==> src/rtl/hhfl_pkg.sv <==
// Shared types, codes and helpers for the HTTP header field locator.
// No dependencies; used by every module of the block and by the port checker.
package hhfl_pkg;

  // Control characters tracked by the blank-line detector, and the letter range and offset for case folding
  localparam logic [7:0] CHAR_CR = 8'h0D;
  localparam logic [7:0] CHAR_LF = 8'h0A;
  localparam logic [7:0] CHAR_UPPER_A = 8'h41;
  localparam logic [7:0] CHAR_UPPER_Z = 8'h5A;
  localparam logic [7:0] CASE_OFFSET = 8'h20;

  // Blank-line counter: CR LF CR LF reaches this state
  localparam logic [2:0] BLANK_DONE = 3'd4;

  // Configuration register indexes
  localparam logic [1:0] CFG_PATTERN_BYTES  = 2'd0;
  localparam logic [1:0] CFG_PATTERN_LENGTH = 2'd1;
  localparam logic [1:0] CFG_TERMINATOR     = 2'd2;

  // Register reset values
  localparam logic [3:0] PATTERN_LENGTH_RESET = 4'd6;
  localparam logic [7:0] TERMINATOR_RESET     = 8'd13;

  // Result status codes
  typedef enum logic [1:0] {
    STATUS_NONE    = 2'd0,
    STATUS_MATCH   = 2'd1,
    STATUS_PARTIAL = 2'd2
  } status_t;

  // Per-packet search phase
  typedef enum logic [1:0] {
    PHASE_SEARCH = 2'd0,
    PHASE_COUNT  = 2'd1,
    PHASE_DONE   = 2'd2
  } phase_t;

  // Result word layout on the master side
  localparam int OUT_TDATA_W = 40;

  // ASCII letters folded to lower case
  function automatic logic [7:0] fold_lower(input logic [7:0] c);
    logic [7:0] r;
    r = c;
    if (c inside {[CHAR_UPPER_A:CHAR_UPPER_Z]}) begin
      r = c + CASE_OFFSET;
    end
    return r;
  endfunction

endpackage

==> src/rtl/hhfl_blank_detect.sv <==
// Tracks the CR LF CR LF blank line that ends the HTTP header.
// Depends on hhfl_pkg for the character and state constants.
module hhfl_blank_detect #(
  parameter int COUNT_BITS = 16
) (
  input  logic                  clk,
  input  logic                  rst,
  input  logic                  step,      // a byte is processed this cycle
  input  logic                  clear,     // packet ends with this byte
  input  logic [7:0]            data_byte,
  input  logic [COUNT_BITS-1:0] position,  // offset of this byte
  output logic                  seen_next,
  output logic [COUNT_BITS-1:0] end_pos_next
);

  logic [2:0]            blank_state;
  logic [2:0]            blank_state_next;
  logic                  seen;
  logic [COUNT_BITS-1:0] end_pos;
  logic [2:0]            stepped;

  // Counter steps on CR at even states, LF at odd states, else restarts
  always_comb begin
    stepped = 3'd0;
    if (data_byte == hhfl_pkg::CHAR_CR) begin
      stepped = blank_state[0] ? 3'd0 : blank_state + 3'd1;
    end else if (data_byte == hhfl_pkg::CHAR_LF) begin
      stepped = blank_state[0] ? blank_state + 3'd1 : 3'd0;
    end
    blank_state_next = blank_state;
    seen_next        = seen;
    end_pos_next     = end_pos;
    if (!seen) begin
      blank_state_next = stepped;
      if (stepped >= hhfl_pkg::BLANK_DONE) begin
        blank_state_next = hhfl_pkg::BLANK_DONE;
        seen_next        = 1'b1;
        end_pos_next     = position;
      end
    end
  end

  // State holds once the header end is found; cleared per packet
  always_ff @(posedge clk) begin
    if (rst || (step && clear)) begin
      blank_state <= '0;
      seen        <= 1'b0;
      end_pos     <= '0;
    end else if (step) begin
      blank_state <= blank_state_next;
      seen        <= seen_next;
      end_pos     <= end_pos_next;
    end
  end

endmodule

==> src/rtl/hhfl_match.sv <==
// Window compare against the configured pattern: exact match and case-folded prefix.
// Depends on hhfl_pkg for the case-folding helper.
module hhfl_match #(
  parameter int MAX_PATTERN_BYTES = 8
) (
  input  logic [MAX_PATTERN_BYTES*8-1:0] window,      // newest byte in bits 7..0
  input  logic [63:0]                    pattern,     // first byte in bits 7..0
  input  logic [3:0]                     exact_len,
  input  logic [3:0]                     fold_len,
  output logic                           exact_eq,
  output logic                           fold_eq
);

  localparam int AW = (MAX_PATTERN_BYTES > 1) ? $clog2(MAX_PATTERN_BYTES) : 1;

  logic [7:0] win_b [MAX_PATTERN_BYTES];
  logic [7:0] pat_b [MAX_PATTERN_BYTES];

  for (genvar i = 0; i < MAX_PATTERN_BYTES; i++) begin : g_split
    assign win_b[i] = window[i*8 +: 8];
    assign pat_b[i] = pattern[i*8 +: 8];
  end

  // Pattern byte p lines up with the window byte of age len-1-p
  always_comb begin
    logic [3:0] age_x;
    logic [3:0] age_f;
    exact_eq = 1'b1;
    fold_eq  = 1'b1;
    for (int p = 0; p < MAX_PATTERN_BYTES; p++) begin
      age_x = exact_len - 4'd1 - 4'(p);
      age_f = fold_len - 4'd1 - 4'(p);
      if (4'(p) < exact_len && win_b[age_x[AW-1:0]] != pat_b[p]) begin
        exact_eq = 1'b0;
      end
      if (4'(p) < fold_len &&
          hhfl_pkg::fold_lower(win_b[age_f[AW-1:0]]) != hhfl_pkg::fold_lower(pat_b[p])) begin
        fold_eq = 1'b0;
      end
    end
  end

endmodule

==> src/rtl/http_header_field_locator_unit.sv <==
// HTTP header field locator: finds a configured pattern in the header of a packet
// and reports the value offset and length at the last byte of the packet.
// Each byte is registered on entry and then processed from the input register; the result
// of the last byte is loaded into the output register when that byte is processed.
// One byte per cycle via the combinational compare; a last byte waits on a blocked result.
// Reset (rst, synchronous) empties both registers and restores register defaults.
module http_header_field_locator_unit #(
  parameter int MAX_PATTERN_BYTES = 8,
  parameter int COUNT_BITS        = 16
) (
  input  logic        clk,
  input  logic        rst,
  // Input stream
  input  logic        s_tvalid,
  output logic        s_tready,
  input  logic [7:0]  s_tdata,     // [7:0] data_byte
  input  logic        s_tlast,     // last_byte
  // Result stream
  output logic        m_tvalid,
  input  logic        m_tready,
  output logic [39:0] m_tdata,     // [1:0] status, [17:2] value_offset, [33:18] value_length
  // Configuration writes
  input  logic        cfg_valid,
  output logic        cfg_ready,
  input  logic [1:0]  cfg_index,
  input  logic [63:0] cfg_data
);

  localparam int         WIN_W   = MAX_PATTERN_BYTES * 8;
  localparam logic [3:0] MAX_LEN = 4'(MAX_PATTERN_BYTES);

  // Configuration registers
  logic [63:0] pattern_bytes;
  logic [3:0]  pattern_length;
  logic [7:0]  terminator;

  // Input register
  logic       in_valid;
  logic [7:0] in_byte;
  logic       in_last;

  // Packet state
  logic [WIN_W-1:0]      window;
  logic [COUNT_BITS-1:0] byte_count;
  hhfl_pkg::phase_t      phase;
  logic [COUNT_BITS-1:0] found_offset;
  logic [COUNT_BITS-1:0] found_length;

  // Next values
  logic [WIN_W-1:0]      window_next;
  logic [COUNT_BITS-1:0] byte_count_next;
  hhfl_pkg::phase_t      phase_next;
  logic [COUNT_BITS-1:0] found_offset_next;
  logic [COUNT_BITS-1:0] found_length_next;

  logic                  advance;
  logic [3:0]            plen;
  logic                  hdr_seen;
  logic [COUNT_BITS-1:0] hdr_pos;
  logic                  exact_eq;
  logic                  fold_eq;
  logic                  short_pkt;
  logic [COUNT_BITS-1:0] start;
  hhfl_pkg::status_t     status_next;
  logic [15:0]           offset_out;
  logic [15:0]           length_out;

  // A byte moves on unless it is a last byte and the result register is blocked
  assign advance   = in_valid && (!in_last || !m_tvalid || m_tready);
  assign s_tready  = !in_valid || advance;
  assign cfg_ready = 1'b1;

  // Configuration write port
  always_ff @(posedge clk) begin
    if (rst) begin
      pattern_bytes  <= '0;
      pattern_length <= hhfl_pkg::PATTERN_LENGTH_RESET;
      terminator     <= hhfl_pkg::TERMINATOR_RESET;
    end else if (cfg_valid && cfg_ready) begin
      case (cfg_index)
        hhfl_pkg::CFG_PATTERN_BYTES:  pattern_bytes  <= cfg_data;
        hhfl_pkg::CFG_PATTERN_LENGTH: pattern_length <= cfg_data[3:0];
        hhfl_pkg::CFG_TERMINATOR:     terminator     <= cfg_data[7:0];
        default: ;
      endcase
    end
  end

  // Input register
  always_ff @(posedge clk) begin
    if (rst) begin
      in_valid <= 1'b0;
    end else if (s_tvalid && s_tready) begin
      in_valid <= 1'b1;
    end else if (advance) begin
      in_valid <= 1'b0;
    end
  end

  always_ff @(posedge clk) begin
    if (s_tvalid && s_tready) begin
      in_byte <= s_tdata;
      in_last <= s_tlast;
    end
  end

  // Effective pattern length, clamped to 1..MAX
  always_comb begin
    plen = pattern_length;
    if (pattern_length == 4'd0) begin
      plen = 4'd1;
    end else if (pattern_length > MAX_LEN) begin
      plen = MAX_LEN;
    end
  end

  // Window shift and saturating byte count
  assign window_next     = WIN_W'({window, in_byte});
  assign byte_count_next = (&byte_count) ? byte_count : byte_count + 1'b1;
  assign short_pkt       = byte_count_next <= COUNT_BITS'(plen);
  assign start           = byte_count_next - COUNT_BITS'(plen);

  hhfl_blank_detect #(
    .COUNT_BITS(COUNT_BITS)
  ) u_blank (
    .clk         (clk),
    .rst         (rst),
    .step        (advance),
    .clear       (in_last),
    .data_byte   (in_byte),
    .position    (byte_count),
    .seen_next   (hdr_seen),
    .end_pos_next(hdr_pos)
  );

  hhfl_match #(
    .MAX_PATTERN_BYTES(MAX_PATTERN_BYTES)
  ) u_match (
    .window   (window_next),
    .pattern  (pattern_bytes),
    .exact_len(plen),
    .fold_len (byte_count_next[3:0]),
    .exact_eq (exact_eq),
    .fold_eq  (fold_eq)
  );

  // Search and value-count phases
  always_comb begin
    phase_next        = phase;
    found_offset_next = found_offset;
    found_length_next = found_length;
    case (phase)
      hhfl_pkg::PHASE_COUNT: begin
        if (in_byte == terminator) begin
          phase_next = hhfl_pkg::PHASE_DONE;
        end else if (!(&found_length)) begin
          found_length_next = found_length + 1'b1;
        end
      end
      hhfl_pkg::PHASE_SEARCH: begin
        if (byte_count_next >= COUNT_BITS'(plen) && exact_eq &&
            (!hdr_seen || start < hdr_pos)) begin
          phase_next        = hhfl_pkg::PHASE_COUNT;
          found_offset_next = byte_count_next;
          found_length_next = '0;
        end
      end
      default: ;
    endcase
  end

  // Result at the last byte
  always_comb begin
    status_next = hhfl_pkg::STATUS_NONE;
    offset_out  = '0;
    length_out  = '0;
    if (short_pkt) begin
      status_next = fold_eq ? hhfl_pkg::STATUS_PARTIAL : hhfl_pkg::STATUS_NONE;
    end else begin
      case (phase_next)
        hhfl_pkg::PHASE_COUNT: begin
          status_next = hhfl_pkg::STATUS_PARTIAL;
          offset_out  = 16'(found_offset_next);
        end
        hhfl_pkg::PHASE_DONE: begin
          status_next = hhfl_pkg::STATUS_MATCH;
          offset_out  = 16'(found_offset_next);
          length_out  = 16'(found_length_next);
        end
        default: ;
      endcase
    end
  end

  // Packet state update; the last byte returns it to reset values
  always_ff @(posedge clk) begin
    if (rst || (advance && in_last)) begin
      window       <= '0;
      byte_count   <= '0;
      phase        <= hhfl_pkg::PHASE_SEARCH;
      found_offset <= '0;
      found_length <= '0;
    end else if (advance) begin
      window       <= window_next;
      byte_count   <= byte_count_next;
      phase        <= phase_next;
      found_offset <= found_offset_next;
      found_length <= found_length_next;
    end
  end

  // Result register
  always_ff @(posedge clk) begin
    if (rst) begin
      m_tvalid <= 1'b0;
    end else if (advance && in_last) begin
      m_tvalid <= 1'b1;
    end else if (m_tready) begin
      m_tvalid <= 1'b0;
    end
  end

  always_ff @(posedge clk) begin
    if (advance && in_last) begin
      m_tdata <= {6'd0, length_out, offset_out, status_next};
    end
  end

endmodule

==> config.mk <==
export PLATFORM = sky130hd
export DESIGN_NAME = http_header_field_locator_unit
export DESIGN_NICKNAME = d
export VERILOG_FILES = /design/src/rtl/hhfl_pkg.sv /design/src/rtl/hhfl_blank_detect.sv /design/src/rtl/hhfl_match.sv /design/src/rtl/http_header_field_locator_unit.sv
export SDC_FILE = /design/constraint.sdc
export NUM_CORES = 1
export LEC_CHECK = 0
export ABC_AREA = 1
export BUFFER_PORTS_ARGS = -buffer_cell sky130_fd_sc_hd__buf_4
export CORE_ASPECT_RATIO = 1.75
export CORE_UTILIZATION = 55
export CTS_CLUSTER_DIAMETER = 80
export DETAILED_ROUTE_END_ITERATION = 8
export HOLD_SLACK_MARGIN = 0.05
export PLACE_DENSITY_LB_ADDON = 0.2
export SYNTH_ARGS = -nofsm -noshare
export SYNTH_HDL_FRONTEND = slang
export SYNTH_SLANG_ARGS = --single-unit
==> constraint.sdc <==
create_clock -name clk -period 6 [get_ports clk]
set_input_delay 0.3 -clock clk [delete_from_list [all_inputs] [get_ports clk]]
set_output_delay 0.3 -clock clk [all_outputs]
set_load 0.01 [all_outputs]
==> impl_metrics.prom <==
# TYPE chip_impl_metric gauge
chip_impl_metric{name="fin_worst_skew",unit="ns"} 0.0138
chip_impl_metric{name="num_vias",unit=""} 23300
chip_impl_metric{name="worst_slew_pin_slew",unit="ns"} 1.50
chip_impl_metric{name="post_drt_via_cell_ratio",unit=""} 5.82
chip_impl_metric{name="detail_route.iter0.violations",unit=""} 1698
chip_impl_metric{name="cts_made_buffers",unit=""} 27
chip_impl_metric{name="remaining_drc_errors",unit=""} 0
chip_impl_metric{name="place.gp.congestion",unit=""} 1.01
chip_impl_metric{name="post_synth_instance_area",unit="um^2"} 20300
chip_impl_metric{name="critical_path_arrival",unit="ns"} 6.26
chip_impl_metric{name="max-slew-margin-rel",unit=""} -0.0124
chip_impl_metric{name="cts_max_path_buffers",unit=""} 3
chip_impl_metric{name="htreeDepth",unit=""} 1
chip_impl_metric{name="preCtsSetupSlack",unit="ns"} 0.103
chip_impl_metric{name="clock_insertion_delay_worst_skew",unit="ns"} 0.59
chip_impl_metric{name="die_width",unit="um"} 147
chip_impl_metric{name="antenna_found_initial",unit=""} 1
chip_impl_metric{name="timing.final.ws_setup",unit="ns"} 0.174
chip_impl_metric{name="coreArea",unit="um^2"} 36100
chip_impl_metric{name="globalRouteTotalUtil",unit=""} 0.402
chip_impl_info{name="critical_path.startpoint",value="byte_count[1]"} 1
chip_impl_metric{name="finalCoreUtilization",unit=""} 0.628
chip_impl_info{name="clock_tree_from_tritoncts",value="done"} 1
chip_impl_info{name="combinational_family_with_the_most_area_after_synthesis",value="simple AND/OR/NAND/NOR gates"} 1
chip_impl_metric{name="syn-mean-instance-area",unit="um^2"} 5.91
chip_impl_metric{name="antennaDiodeCount",unit=""} 0
chip_impl_metric{name="synth.ff_latch_count",unit=""} 247
chip_impl_metric{name="critical_path_required",unit="ns"} 6.44
chip_impl_metric{name="post_dr_wirelength_cell",unit="um"} 19.4
chip_impl_metric{name="number_of_global_route_vias_before_repair",unit=""} 21500
chip_impl_info{name="path_class",value="register to register"} 1
chip_impl_metric{name="initial_core_util",unit=""} 0.561
chip_impl_metric{name="drt_pass1_iterations",unit=""} 6
chip_impl_metric{name="synth_cell_type_count",unit=""} 50
chip_impl_metric{name="cts.sink_count",unit=""} 247
chip_impl_metric{name="grt_start_max_net_pins",unit=""} 101
chip_impl_metric{name="io_pins",unit=""} 123
chip_impl_info{name="run_status",value="complete, but fails checks"} 1
chip_impl_metric{name="place.detailed.hpwl",unit="um"} 57800
chip_impl_metric{name="fmax",unit="MHz"} 172
chip_impl_metric{name="peak_ir_drop_on_the_vdd_network",unit="mV"} 0.268
chip_impl_metric{name="wire_length_reported_by_the_detailed_router",unit="um"} 77800
chip_impl_metric{name="drive_above_1_share",unit=""} 0.0742
chip_impl_metric{name="synth-adder-area-share",unit=""} 0.0275
chip_impl_info{name="violations",value="max-capacitance violations, max-slew violations"} 1
chip_impl_metric{name="layout_min_cycle_time",unit="ns"} 5.83
chip_impl_metric{name="number_of_max_slew_violations_in_the_final_report",unit=""} 4
chip_impl_metric{name="power_leakage",unit="nW"} 10.7
chip_impl_metric{name="post_route_setup_tns",unit="ns"} 0
chip_impl_info{name="hold_path_startpoint",value="cfg_data[36]"} 1
chip_impl_metric{name="pwr_density_cell",unit="nW/um^2"} 249
chip_impl_metric{name="synth.mux.area_fraction",unit=""} 0.000987
chip_impl_info{name="hold_path.class",value="input pin to register"} 1
chip_impl_metric{name="synth_simple_gate_area_frac",unit=""} 0.376
chip_impl_info{name="worst_r2r_startpoint",value="byte_count[1]"} 1
chip_impl_metric{name="n_fill_cell",unit=""} 3516
chip_impl_metric{name="std_cell_rows",unit=""} 92
chip_impl_metric{name="area_delta_synth_final",unit="%"} 11.9
chip_impl_metric{name="first_pass_grt_wire_length",unit="um"} 117000
chip_impl_metric{name="worst-path-max-fanout",unit=""} 100
chip_impl_metric{name="yosysWarnings",unit=""} 0
chip_impl_metric{name="drtAntennaViolNets",unit=""} 0
chip_impl_info{name="leading_cell_type_in_the_layout_fill_and_taps_excluded",value="sky130_fd_sc_hd__nand2_1"} 1
chip_impl_metric{name="numPortBuffers",unit=""} 115
chip_impl_metric{name="synth.yosys.seq_area_share",unit=""} 0.265
chip_impl_metric{name="clkTransAtPathRegs",unit="ns"} 0.07
chip_impl_metric{name="hold_slack",unit="ns"} 0.0436
chip_impl_metric{name="setup-violations-final",unit=""} 0
chip_impl_info{name="final_cell_mix",value="1188 x sky130_fd_sc_hd__nand2_1, 391 x sky130_fd_sc_hd__inv_1, 314 x sky130_fd_sc_hd__nand3_1"} 1
chip_impl_metric{name="synth_compound_gate_area_share",unit=""} 0.176
chip_impl_metric{name="synth_xor_area_frac",unit=""} 0.0347
chip_impl_metric{name="synthCells",unit=""} 3431
chip_impl_metric{name="final_nets",unit=""} 3636
chip_impl_metric{name="timing.final.crit_share",unit=""} 0.971
chip_impl_info{name="critical_path.startpoint_type",value="register"} 1
chip_impl_info{name="root_buffer",value="sky130_fd_sc_hd__clkbuf_16"} 1
chip_impl_metric{name="max-cap-violations",unit=""} 1
chip_impl_info{name="worst_setup_path_end_kind",value="register"} 1
chip_impl_metric{name="timing.final.hold_violations",unit=""} 0
chip_impl_metric{name="grt_remaining_overflow",unit=""} 0
chip_impl_metric{name="fp.dieArea",unit="um^2"} 37700
chip_impl_metric{name="die_outline_height",unit="um"} 256
[cell type report]
class,count,area (um^2),share of cell area
clock inverters,18,173,0.00760
flip-flops and latches,247,5380,0.237
repair buffers,214,1770,0.0779
well taps,470,588,0.0259
inverters,404,1520,0.0668
clock buffers,32,714,0.0315
multi-input cells,2618,12600,0.554
[per-stage QoR]
| stage | total power [W] | area, um^2 | instances |
|---|---|---|---|
| after global routing | 0.00595 | 22700 | 4003 |
| after global placement | 0.00379 | 21100 | 3887 |
| after CTS | 0.00561 | 22700 | 4002 |
| final | 0.00566 | 22700 | 4003 |
| after detailed placement | 0.00384 | 21100 | 3887 |
| after floorplan | 0.00330 | 20300 | 3436 |
[cell families (layout without fill, tap and decap cells)]
family,after synthesis,after routing
AO/OA/AOI/OAI,662,662
buffers and inverters,571,668
adder cells (fa/ha/maj),44,44
multiplexers,2,2
AND/OR/NAND/NOR,1830,1830
other,2,7
flip-flops,247,247
XOR/XNOR,73,73
[state kept, by name (all words and copies together), names as in the netlist]
register and cells:
byte_count 16, found_length 16, found_offset 16, in_byte 8
in_last 1, in_valid 1, m_tdata 34, m_tvalid 1
pattern_bytes 64, pattern_length 4, phase 2, terminator 8
u_blank.blank_state 3, u_blank.end_pos 16, u_blank.seen 1, window 56
[worst max-delay path, stage by stage, from the launching register on]
cell and delay, ns:
sky130_fd_sc_hd__dfxtp_1 0.40, sky130_fd_sc_hd__ha_2 0.24, sky130_fd_sc_hd__nand2_1 0.07, sky130_fd_sc_hd__nor2_2 0.12, sky130_fd_sc_hd__nand2_2 0.13, sky130_fd_sc_hd__nor2_4 0.20
sky130_fd_sc_hd__nand2_1 0.12, sky130_fd_sc_hd__nand2_2 0.09, sky130_fd_sc_hd__buf_4 0.73, sky130_fd_sc_hd__o21ai_0 0.69, sky130_fd_sc_hd__o21ai_0 0.72, sky130_fd_sc_hd__o21ai_0 0.22
sky130_fd_sc_hd__nor2_1 0.23, sky130_fd_sc_hd__nand4_1 0.12, sky130_fd_sc_hd__nand2_1 0.07, sky130_fd_sc_hd__nand2_1 0.05, sky130_fd_sc_hd__nor2_1 0.11, sky130_fd_sc_hd__nand2_1 0.18
sky130_fd_sc_hd__nand2_1 0.10, sky130_fd_sc_hd__nand2_1 0.05, sky130_fd_sc_hd__nor2_1 0.57, sky130_fd_sc_hd__nand3_1 0.24, sky130_fd_sc_hd__nand2_1 0.16
[cell usage after synthesis, drive strengths merged]
cell / n / area, um^2
a2111oi: 1 / 8.76
a211oi: 2 / 15.0
a21oi: 211 / 1060
a221o: 1 / 10.0
a31oi: 3 / 18.8
buf: 94 / 626
clkbuf: 73 / 274
clkinv: 2 / 7.51
conb: 2 / 7.51
dfxtp: 204 / 4080
edfxtp: 43 / 1290
fa: 1 / 20.0
ha: 43 / 538
inv: 402 / 1510
mux2i: 2 / 20.0
nand2: 1214 / 4620
nand3: 315 / 1590
nand3b: 7 / 52.6
nand4: 55 / 350
nor2: 195 / 783
nor2b: 1 / 6.26
nor3: 30 / 150
nor4: 7 / 43.8
o2111ai: 3 / 26.3
o211ai: 78 / 586
o21a: 1 / 7.51
o21ai: 357 / 1790
o21bai: 3 / 33.8
o311ai: 2 / 17.5
or2: 6 / 37.5
xnor2: 4 / 35.0
xor2: 69 / 668
[final timing paths]
path | endpoint | slack [ns] | depth (start not counted)
setup / recovery | m_tdata[1] | 0.17 | 22
hold / removal | pattern_bytes[36] | 0.04 | 3
setup reg to reg | m_tdata[1] | 0.17 | 22
hold reg to reg | window[50] | 0.46 | 2
[per-layer routing]
layer,GRT usage,wire (um)
met5,0,15
met4,0.357,8050
met3,0.0727,5620
met2,0.710,38000
met1,0.398,26100
[repair_timing]
| item | CTS | global route |
|---|---|---|
| setup endpoints to repair | 0 | 33 |
| hold endpoints to repair | 67 | 0 |
| buffers inserted | 0 | 1 |
| resized for setup | 0 | 7 |
| hold buffers | 65 | 0 |
[power by group]
part           internal [W]  switching (W)  total [W]
Clock              0.000950       0.000799    0.00175
Sequential          0.00175      0.0000708    0.00182
Combinational      0.000652        0.00144    0.00209
No activity file was read; power rests on OpenSTA's default activity.
